[config.mk]
export PLATFORM = sky130hd
export DESIGN_NAME = segmented_lru_replacement
export DESIGN_NICKNAME = d
export VERILOG_FILES = /design/src/hw/rtl/slru_pkg.sv /design/src/hw/rtl/slru_cell.sv /design/src/hw/rtl/slru_segment.sv /design/src/hw/rtl/segmented_lru_replacement.sv
export SDC_FILE = /design/constraint.sdc
export NUM_CORES = 2
export LEC_CHECK = 0
export BUFFER_PORTS_ARGS = -buffer_cell sky130_fd_sc_hd__buf_4
export CAP_MARGIN = 20
export CORE_MARGIN = 4
export CORE_UTILIZATION = 59
export CTS_BUF_LIST = sky130_fd_sc_hd__clkbuf_8
export DETAILED_ROUTE_END_ITERATION = 16
export HOLD_SLACK_MARGIN = 0.08
export PLACE_DENSITY = 0.82
export SLEW_MARGIN = 30
export SYNTH_ARGS = -nofsm -noshare
export SYNTH_HDL_FRONTEND = slang
export SYNTH_SLANG_ARGS = --single-unit
[constraint.sdc]
create_clock -name i_clk -period 18.4 [get_ports i_clk]
set_clock_uncertainty 0.2 [all_clocks]
set_input_delay 2.76 -clock i_clk [delete_from_list [all_inputs] [get_ports i_clk]]
set_output_delay 2.76 -clock i_clk [all_outputs]
set_load 0.05 [all_outputs]
[src/hw/rtl/slru_pkg.sv]
`timescale 1ns / 1ps
// shared constants, codes and types for the segmented lru replacement block
// no dependencies
package slru_pkg;

    // default segment depth and block number width
    localparam int SEG_DEPTH_DEF = 8;
    localparam int ID_BITS_DEF   = 32;

    // fixed port widths
    localparam int ID_PORT_W = 32;
    localparam int CAP_W     = 4;
    localparam int CFG_IDX_W = 1;

    // reset value of both capacity registers
    localparam logic [CAP_W-1:0] CAP_RESET = CAP_W'(4);

    // configuration register indexes
    localparam logic [CFG_IDX_W-1:0] CFG_PROB_CAP = 1'b0;
    localparam logic [CFG_IDX_W-1:0] CFG_PROT_CAP = 1'b1;

    // access outcome codes
    localparam logic [1:0] OUT_MISS      = 2'd0;
    localparam logic [1:0] OUT_PROB_HIT  = 2'd1;
    localparam logic [1:0] OUT_PROT_HIT  = 2'd2;
    localparam logic [1:0] OUT_PROT_HEAD = 2'd3;

    // per-cell control from the segment to one cell
    typedef struct packed {
        logic load;        // commit the next value this cycle
        logic valid;       // entry lies below the count
        logic take_right;  // entry sits at or past the removed slot
        logic push;        // a new head goes in, everything moves down
        logic is_head;     // first cell of the row
        logic is_tail;     // last entry after removal
    } t_cell_ctl;

endpackage

[src/hw/rtl/slru_cell.sv]
`timescale 1ns / 1ps
// one entry of a segment row: holds a block number, compares it, shifts
// depends on slru_pkg
module slru_cell #(
    parameter int ID_BITS = slru_pkg::ID_BITS_DEF
) (
    input  logic                i_clk,
    input  slru_pkg::t_cell_ctl i_ctl,
    input  logic [ID_BITS-1:0]  i_lookup_id,
    input  logic [ID_BITS-1:0]  i_push_id,
    input  logic [ID_BITS-1:0]  i_right_value,
    input  logic [ID_BITS-1:0]  i_left_mid,
    output logic [ID_BITS-1:0]  o_value,
    output logic [ID_BITS-1:0]  o_mid,
    output logic [ID_BITS-1:0]  o_tail,
    output logic                o_match
);
    import slru_pkg::*;

    logic [ID_BITS-1:0] r_value;
    logic [ID_BITS-1:0] n_value;

    // value after the removal step closes the gap
    assign o_mid   = i_ctl.take_right ? i_right_value : r_value;
    assign o_tail  = i_ctl.is_tail ? o_mid : '0;
    assign o_match = i_ctl.valid && (r_value == i_lookup_id);
    assign o_value = r_value;

    always_comb begin
        if (i_ctl.push) begin
            n_value = i_ctl.is_head ? i_push_id : i_left_mid;
        end else begin
            n_value = o_mid;
        end
    end

    always_ff @(posedge i_clk) begin
        if (i_ctl.load) begin
            r_value <= n_value;
        end
    end

endmodule

[src/hw/rtl/slru_segment.sv]
`timescale 1ns / 1ps
// one lru segment: a row of cells, head first, with its fill count
// depends on slru_pkg and slru_cell
module slru_segment #(
    parameter int DEPTH   = slru_pkg::SEG_DEPTH_DEF,
    parameter int ID_BITS = slru_pkg::ID_BITS_DEF,
    parameter int PW      = (DEPTH > 1) ? $clog2(DEPTH) : 1,
    parameter int CW      = $clog2(DEPTH + 1)
) (
    input  logic               i_clk,
    input  logic               i_rst_n,
    input  logic               i_load,
    input  logic [ID_BITS-1:0] i_lookup_id,
    input  logic               i_rem_en,
    input  logic               i_push,
    input  logic [ID_BITS-1:0] i_push_id,
    input  logic               i_drop,
    output logic               o_hit,
    output logic [PW-1:0]      o_hit_pos,
    output logic [CW-1:0]      o_count_rem,
    output logic [ID_BITS-1:0] o_tail
);
    import slru_pkg::*;

    logic [CW-1:0]      r_count;
    logic [CW-1:0]      n_count;
    logic [ID_BITS-1:0] w_value [DEPTH];
    logic [ID_BITS-1:0] w_mid   [DEPTH];
    logic [ID_BITS-1:0] w_tail  [DEPTH];
    logic [DEPTH-1:0]   w_match;
    t_cell_ctl          w_ctl   [DEPTH];

    assign o_count_rem = r_count - CW'(i_rem_en);

    // first matching entry
    always_comb begin
        o_hit_pos = '0;
        for (int k = DEPTH - 1; k >= 0; k--) begin
            if (w_match[k]) begin
                o_hit_pos = PW'(k);
            end
        end
    end
    assign o_hit = |w_match;

    always_comb begin
        o_tail = '0;
        for (int k = 0; k < DEPTH; k++) begin
            o_tail = o_tail | w_tail[k];
        end
    end

    for (genvar g = 0; g < DEPTH; g++) begin : g_cell
        localparam logic [CW-1:0] POS = CW'(g);

        assign w_ctl[g].load       = i_load;
        assign w_ctl[g].valid      = POS < r_count;
        assign w_ctl[g].take_right = i_rem_en && (PW'(g) >= o_hit_pos);
        assign w_ctl[g].push       = i_push;
        assign w_ctl[g].is_head    = (g == 0);
        assign w_ctl[g].is_tail    = (o_count_rem != '0) && (POS == o_count_rem - CW'(1));

        slru_cell #(
            .ID_BITS(ID_BITS)
        ) u_cell (
            .i_clk        (i_clk),
            .i_ctl        (w_ctl[g]),
            .i_lookup_id  (i_lookup_id),
            .i_push_id    (i_push_id),
            .i_right_value(w_value[(g < DEPTH - 1) ? g + 1 : g]),
            .i_left_mid   (w_mid[(g > 0) ? g - 1 : g]),
            .o_value      (w_value[g]),
            .o_mid        (w_mid[g]),
            .o_tail       (w_tail[g]),
            .o_match      (w_match[g])
        );
    end

    assign n_count = o_count_rem - CW'(i_drop) + CW'(i_push);

    always_ff @(posedge i_clk) begin
        if (!i_rst_n) begin
            r_count <= '0;
        end else if (i_load) begin
            r_count <= n_count;
        end
    end

endmodule

[src/hw/rtl/segmented_lru_replacement.sv]
`timescale 1ns / 1ps
// segmented lru replacement: probation and protected rows of cells
// an accepted input transfer has its result in the output register in the next cycle
// throughput: one access per cycle while the result register is free; both rows compare all entries at once and
//   shift by one cell in the same cycle, the output register parts the channels
// reset: synchronous active low, clears both counts and the output valid and
//   sets both capacities to 4; the stored block numbers are not cleared
// depends on slru_pkg, slru_segment, slru_cell
module segmented_lru_replacement #(
    parameter int SEGMENT_DEPTH = slru_pkg::SEG_DEPTH_DEF,
    parameter int BLOCK_ID_BITS = slru_pkg::ID_BITS_DEF
) (
    input  logic                             i_clk,
    input  logic                             i_rst_n,
    // configuration writes
    input  logic                             i_cfg_we,
    input  logic [slru_pkg::CFG_IDX_W-1:0]   i_cfg_index,
    input  logic [slru_pkg::CAP_W-1:0]       i_cfg_data,
    // access channel
    input  logic                             i_in_valid,
    output logic                             o_in_ready,
    input  logic [slru_pkg::ID_PORT_W-1:0]   i_block_id,
    // result channel
    output logic                             o_out_valid,
    input  logic                             i_out_ready,
    output logic [1:0]                       o_outcome,
    output logic                             o_evict_valid,
    output logic [slru_pkg::ID_PORT_W-1:0]   o_evict_block
);
    import slru_pkg::*;

    localparam int PW     = (SEGMENT_DEPTH > 1) ? $clog2(SEGMENT_DEPTH) : 1;
    localparam int CW     = $clog2(SEGMENT_DEPTH + 1);
    localparam int CMP_W  = (CW > CAP_W) ? CW : CAP_W;
    localparam int WIDE_W = (BLOCK_ID_BITS > ID_PORT_W) ? BLOCK_ID_BITS : ID_PORT_W;

    // capacity registers
    logic [CAP_W-1:0] r_prob_cap;
    logic [CAP_W-1:0] r_prot_cap;

    // output register
    logic                 r_out_valid;
    logic [1:0]           r_outcome;
    logic                 r_evict_valid;
    logic [ID_PORT_W-1:0] r_evict_block;

    // access decode
    logic                     w_accept;
    logic [BLOCK_ID_BITS-1:0] w_id;
    logic                     w_prob_hit;
    logic [PW-1:0]            w_prob_pos;
    logic [CW-1:0]            w_prob_cnt_rem;
    logic [BLOCK_ID_BITS-1:0] w_prob_tail;
    logic                     w_prot_hit;
    logic [PW-1:0]            w_prot_pos;
    logic [CW-1:0]            w_prot_cnt_rem;
    logic [BLOCK_ID_BITS-1:0] w_prot_tail;
    logic                     w_miss;
    logic                     w_prot_rem;
    logic                     w_prot_push;
    logic                     w_demote;
    logic                     w_prob_push;
    logic [BLOCK_ID_BITS-1:0] w_prob_push_id;
    logic                     w_evict;
    logic [1:0]               w_outcome;
    logic                     w_prob_pos_unused;

    // capacity of zero acts as one, anything above the row depth as the depth
    function automatic logic [CMP_W-1:0] eff_cap(input logic [CAP_W-1:0] cap);
        logic [CMP_W-1:0] c;
        c = CMP_W'(cap);
        if (c == '0) begin
            return CMP_W'(1);
        end else if (c > CMP_W'(SEGMENT_DEPTH)) begin
            return CMP_W'(SEGMENT_DEPTH);
        end
        return c;
    endfunction

    // the result register frees up when it is empty or being taken
    assign o_in_ready = !r_out_valid || i_out_ready;
    assign w_accept   = i_in_valid && o_in_ready;

    // only the low block number bits take part
    assign w_id = BLOCK_ID_BITS'(WIDE_W'(i_block_id));

    // probation hit: remove there, insert at protected head
    // protected hit below the head: remove there, reinsert at the head
    // protected head hit: no change
    assign w_miss      = !w_prob_hit && !w_prot_hit;
    assign w_prot_rem  = !w_prob_hit && w_prot_hit && (w_prot_pos != '0);
    assign w_prot_push = w_prob_hit || w_prot_rem;

    // a full protected row hands its tail down to probation
    assign w_demote = w_prot_push
                   && (CMP_W'(w_prot_cnt_rem) >= eff_cap(r_prot_cap));

    // probation takes either the missed block or the demoted tail
    assign w_prob_push    = w_miss || w_demote;
    assign w_prob_push_id = w_miss ? w_id : w_prot_tail;

    // a full probation row drops its tail out of the cache
    assign w_evict = w_prob_push
                  && (CMP_W'(w_prob_cnt_rem) >= eff_cap(r_prob_cap));

    always_comb begin
        priority if (w_prob_hit) begin
            w_outcome = OUT_PROB_HIT;
        end else if (w_prot_hit && (w_prot_pos == '0)) begin
            w_outcome = OUT_PROT_HEAD;
        end else if (w_prot_hit) begin
            w_outcome = OUT_PROT_HIT;
        end else begin
            w_outcome = OUT_MISS;
        end
    end

    slru_segment #(
        .DEPTH  (SEGMENT_DEPTH),
        .ID_BITS(BLOCK_ID_BITS),
        .PW     (PW),
        .CW     (CW)
    ) u_prob (
        .i_clk      (i_clk),
        .i_rst_n    (i_rst_n),
        .i_load     (w_accept),
        .i_lookup_id(w_id),
        .i_rem_en   (w_prob_hit),
        .i_push     (w_prob_push),
        .i_push_id  (w_prob_push_id),
        .i_drop     (w_evict),
        .o_hit      (w_prob_hit),
        .o_hit_pos  (w_prob_pos),
        .o_count_rem(w_prob_cnt_rem),
        .o_tail     (w_prob_tail)
    );

    slru_segment #(
        .DEPTH  (SEGMENT_DEPTH),
        .ID_BITS(BLOCK_ID_BITS),
        .PW     (PW),
        .CW     (CW)
    ) u_prot (
        .i_clk      (i_clk),
        .i_rst_n    (i_rst_n),
        .i_load     (w_accept),
        .i_lookup_id(w_id),
        .i_rem_en   (w_prot_rem),
        .i_push     (w_prot_push),
        .i_push_id  (w_id),
        .i_drop     (w_demote),
        .o_hit      (w_prot_hit),
        .o_hit_pos  (w_prot_pos),
        .o_count_rem(w_prot_cnt_rem),
        .o_tail     (w_prot_tail)
    );

    // probation position is only needed inside its row
    assign w_prob_pos_unused = ^w_prob_pos;

    // capacity registers
    always_ff @(posedge i_clk) begin
        if (!i_rst_n) begin
            r_prob_cap <= CAP_RESET;
            r_prot_cap <= CAP_RESET;
        end else if (i_cfg_we) begin
            unique case (i_cfg_index)
                CFG_PROB_CAP: r_prob_cap <= i_cfg_data;
                CFG_PROT_CAP: r_prot_cap <= i_cfg_data;
                default:      r_prob_cap <= r_prob_cap;
            endcase
        end
    end

    // result register control
    always_ff @(posedge i_clk) begin
        if (!i_rst_n) begin
            r_out_valid <= 1'b0;
        end else if (w_accept) begin
            r_out_valid <= 1'b1;
        end else if (i_out_ready) begin
            r_out_valid <= 1'b0;
        end
    end

    // result payload, evicted block reads zero when nothing is evicted
    always_ff @(posedge i_clk) begin
        if (w_accept) begin
            r_outcome     <= w_outcome;
            r_evict_valid <= w_evict;
            r_evict_block <= w_evict ? ID_PORT_W'(WIDE_W'(w_prob_tail)) : '0;
        end
    end

    assign o_out_valid   = r_out_valid;
    assign o_outcome     = r_outcome;
    assign o_evict_valid = r_evict_valid;
    assign o_evict_block = r_evict_block;

endmodule
==> flow_metrics.tcl <==
set metrics [dict create \
    groute.usage.overall 0.427 \
    grt.met1_usage 0.619 \
    met2_usage 0.586 \
    cts_hold_fix_bufs 0 \
    tritoncts "done" \
    wl_mm 150 \
    detail_route.drc_violations 0 \
    finalInstanceArea_um2 41100 \
    max_cap_viol_count 0 \
    power_leakage_nw 15.4 \
    vdd_drop_max_mv 0.0803 \
    first_global_vias 29627 \
    unrepaired_setup_endpoints_after_global_routing "false" \
    power.sequential.fraction 0.481 \
    post-synth-top-area-cell "sky130_fd_sc_hd__edfxtp_1" \
    report.final.slew_viol_count 0 \
    report.final.setup_viol 0 \
    cell_internal_pwr_mw 2.30 \
    dpl_worst_slack_ns 8.23 \
    holdCritPathClass "register to register" \
    synth_cell_type_count 75 \
    timing_hold_violations_final 0 \
    synth_nets 3700 \
    power.share.clock 0.342 \
    final_nets 3682 \
    route.detailed.vias_per_inst 7.14 \
    pwr_density_cell_nw_per_um2 82.2 \
    cts-resized-gates 0 \
    status "complete, no violations" \
    endpoint_kind "register" \
    setup.worst_path.class "input port to register" \
    crit_path_max_fanout 65 \
    setup_total_negative_slack_ns 0 \
    global_route_wire_length_before_repair_mm 213 \
    grt_start_max_net_pins 182 \
    place.gp.congestion 1.09 \
    filler_instances 5020 \
    post_synth_design_cell_area_um2 38100 \
    ys_seq_area_frac 0.440 \
    sw_frac_of_total 0.320 \
    synthCells 3636 \
    worst_path_clk_slew_ns 0.06 \
    period_minus_slack_ns 9.84 \
    drive_above_1_share 0.169 \
    fp-row-count 92 \
    detail-route-antenna-nets 0 \
    net-switching-power_mw 1.08 \
    startpoint_type "input port" \
    synth.top_cell.area_share 0.431 \
    hold_slack_ns 0.271 \
    use_met3 0.157 \
    tightestPinTransition_ns 1.11 \
    placed_cell_area_um2 39200 \
    max-slew-margin-rel 0.244 \
    synthToLayoutAreaGrowth_pct 8.04 \
    detailedRoute.firstPassIterationCount 10 \
    floorplan.die_area_um2 68700 \
    inserted_clock_buffers 95 \
    synth_async_sr_flop_share 0 \
    cts_root_buffer "sky130_fd_sc_hd__clkbuf_8" \
    required_ns 18.65 \
    buffers_from_clock_root_to_sink_at_most 3 \
    final_min_period_over_clock_period 0.535 \
    busiest_layer "met1" \
    port_buffers 78 \
    finalNonFillerCells 4544 \
    antenna_found_initial 11 \
    die_height_um 262 \
    die_width_um 262 \
    cts_num_sinks 564 \
    num_vias 32429 \
    cp_data_arrival_time_ns 10.09 \
    place_inst 4366 \
    post_synth.cell_area_avg_um2 10.5 \
    post_cts.repair.setup_buffers 0 \
    finalPower_mw 3.38 \
    final_util 0.649 \
    timing.final.ws_setup_ns 8.56 \
    postSynth.topFlopCell "sky130_fd_sc_hd__edfxtp_1" \
    top_level_ports 79 \
    cts-htree-levels 3 \
    source_to_sink_clock_delay_at_the_later_pin_of_the_worst_skew_pair_ns 0.76 \
    place.detailed.hpwl_mm 103 \
    routed_wire_length_per_instance_um 33.0 \
    timing.fmax_mhz 102 \
    number_of_enable_flip_flop_cells_after_synthesis 547 \
    core_region_area_um2 63400 \
    floorplan.initialDensity 0.600 \
    postSynthRegisterBits 564 \
    synth-warning-count 0 \
    synth_top_cells_by_area "sky130_fd_sc_hd__edfxtp_1 (43%), sky130_fd_sc_hd__mux2_2 (8.4%), sky130_fd_sc_hd__xnor2_1 (7.2%)" \
    combinationalPowerShare 0.177 \
    gr-total-overflow 0 \
    detail_route.iter0.violations 6540 \
]
-- cells by family (layout without fill, tap and decap cells) --
kind of cell    after synthesis  in the layout  synth area share
simple gates               1028           1028             0.124
compound gates              598            598             0.106
fa+ha+maj                    23             23           0.00769
other cells                   2              5          0.000197
xor+xnor                    520            520             0.120
flops                       564            564             0.440
mux                         572            572             0.161
buf+inv                     329            388            0.0412
-- routing by layer --
metal  up-vias  share of wire
met1     15514           0.38
met3       441           0.17
met5         -        0.00072
met2      3114           0.40
met4        12          0.047
li1      13348              -
-- registers in the layout, summed over array words and instances, names as in the netlist, 2 cells and up --
signal and cells:
u_prob.g_cell.u_cell.o_value 256, u_prot.g_cell.u_cell.o_value 256, o_evict_block 32, r_prob_cap 4, r_prot_cap 4, u_prob.r_count 4
u_prot.r_count 4, o_outcome 2
-- power groups by stage --
stage	clock [mW]	combinational, mW	sequential (mW)
after floorplan	0	0.339	1.66
after global placement	0	0.559	1.64
after detailed placement	0	0.565	1.64
after CTS	1.16	0.568	1.62
after global routing	1.22	0.618	1.63
final	1.16	0.600	1.63
-- worst max-delay path, cell delays in order --
cell	delay, ns
sky130_fd_sc_hd__buf_4	0.31
sky130_fd_sc_hd__xor2_1	0.26
sky130_fd_sc_hd__nor4_1	0.77
sky130_fd_sc_hd__nand4_1	0.34
sky130_fd_sc_hd__nor4_2	0.48
sky130_fd_sc_hd__o21ai_1	0.25
sky130_fd_sc_hd__a22oi_1	0.51
sky130_fd_sc_hd__a21oi_1	0.18
sky130_fd_sc_hd__ha_1	0.25
sky130_fd_sc_hd__ha_1	0.48
sky130_fd_sc_hd__inv_1	0.20
sky130_fd_sc_hd__ha_1	0.32
sky130_fd_sc_hd__a21o_1	0.16
sky130_fd_sc_hd__maj3_1	0.37
sky130_fd_sc_hd__a21o_1	0.20
sky130_fd_sc_hd__buf_4	0.23
sky130_fd_sc_hd__a21oi_4	0.15
sky130_fd_sc_hd__buf_4	0.43
sky130_fd_sc_hd__buf_4	0.76
sky130_fd_sc_hd__o31ai_4	0.07
sky130_fd_sc_hd__buf_4	0.31
sky130_fd_sc_hd__nor2_1	0.16
sky130_fd_sc_hd__nor2_1	0.07
-- Yosys cell counts (32+ instances only) --
| cell | instances |
|---|---|
| sky130_fd_sc_hd__edfxtp_1 | 547 |
| sky130_fd_sc_hd__nor2_1 | 510 |
| sky130_fd_sc_hd__xnor2_1 | 312 |
| sky130_fd_sc_hd__mux2_2 | 285 |
| sky130_fd_sc_hd__mux2i_1 | 260 |
| sky130_fd_sc_hd__xor2_1 | 208 |
| sky130_fd_sc_hd__a21oi_1 | 173 |
| sky130_fd_sc_hd__nand2_1 | 165 |
| sky130_fd_sc_hd__clkbuf_1 | 112 |
| sky130_fd_sc_hd__o22ai_1 | 110 |
| sky130_fd_sc_hd__buf_2 | 109 |
| sky130_fd_sc_hd__nand4_1 | 86 |
| sky130_fd_sc_hd__o21ai_0 | 71 |
| sky130_fd_sc_hd__inv_1 | 63 |
| sky130_fd_sc_hd__nor4_1 | 61 |
| sky130_fd_sc_hd__nor3_1 | 44 |
| sky130_fd_sc_hd__nand2b_1 | 42 |
| sky130_fd_sc_hd__o211ai_1 | 38 |
| sky130_fd_sc_hd__a2111oi_0 | 33 |
| sky130_fd_sc_hd__o21a_1 | 33 |
| sky130_fd_sc_hd__a222oi_1 | 32 |
-- placed cells by master, fill, tap and decap left out, types with 15 or more instances in the layout --
master,n
sky130_fd_sc_hd__nand4_1,86
sky130_fd_sc_hd__mux2_1,26
sky130_fd_sc_hd__nand3_1,23
sky130_fd_sc_hd__a2111oi_0,29
sky130_fd_sc_hd__nor2_1,505
sky130_fd_sc_hd__buf_4,146
sky130_fd_sc_hd__inv_1,85
sky130_fd_sc_hd__a221o_1,29
sky130_fd_sc_hd__nor4_1,54
sky130_fd_sc_hd__o211ai_1,38
sky130_fd_sc_hd__or3_1,25
sky130_fd_sc_hd__a21oi_1,172
sky130_fd_sc_hd__nand2b_1,39
sky130_fd_sc_hd__edfxtp_1,547
sky130_fd_sc_hd__mux2i_1,260
sky130_fd_sc_hd__o22ai_1,110
sky130_fd_sc_hd__a311oi_1,29
sky130_fd_sc_hd__o21a_1,33
sky130_fd_sc_hd__dfxtp_1,17
sky130_fd_sc_hd__clkinv_1,21
sky130_fd_sc_hd__a222oi_1,32
sky130_fd_sc_hd__xor2_1,208
sky130_fd_sc_hd__nor3_1,39
sky130_fd_sc_hd__nand2_1,165
sky130_fd_sc_hd__clkbuf_8,103
sky130_fd_sc_hd__ha_1,21
sky130_fd_sc_hd__o21ai_0,71
sky130_fd_sc_hd__nor2b_1,28
sky130_fd_sc_hd__xnor2_1,311
sky130_fd_sc_hd__clkinv_2,15
sky130_fd_sc_hd__mux2_2,285
-- final cells by class --
class | count | area (um2) | area share
well taps | 846 | 1060 | 0.0257
inverters | 63 | 244 | 0.00593
repair buffers | 151 | 1200 | 0.0291
flip-flops and latches | 564 | 16800 | 0.408
diodes | 3 | 7.51 | 0.000182
multi-input cells | 2743 | 20000 | 0.486
clock inverters | 71 | 472 | 0.0115
clock buffers | 103 | 1420 | 0.0345
-- worst paths after layout --
check                                           start                             endpoint  slack (ns)  depth (start not counted)
setup / recovery                       i_block_id[24]  u_prob.g_cell[2].u_cell.o_value[30]        8.56                         23
hold / removal                          r_prot_cap[0]                        r_prot_cap[0]        0.27                          2
setup reg to reg  u_prot.g_cell[4].u_cell.o_value[16]  u_prob.g_cell[2].u_cell.o_value[30]       10.46                         22
hold reg to reg                         r_prot_cap[0]                        r_prot_cap[0]        0.27                          2
(Power assumes the default switching activity.)
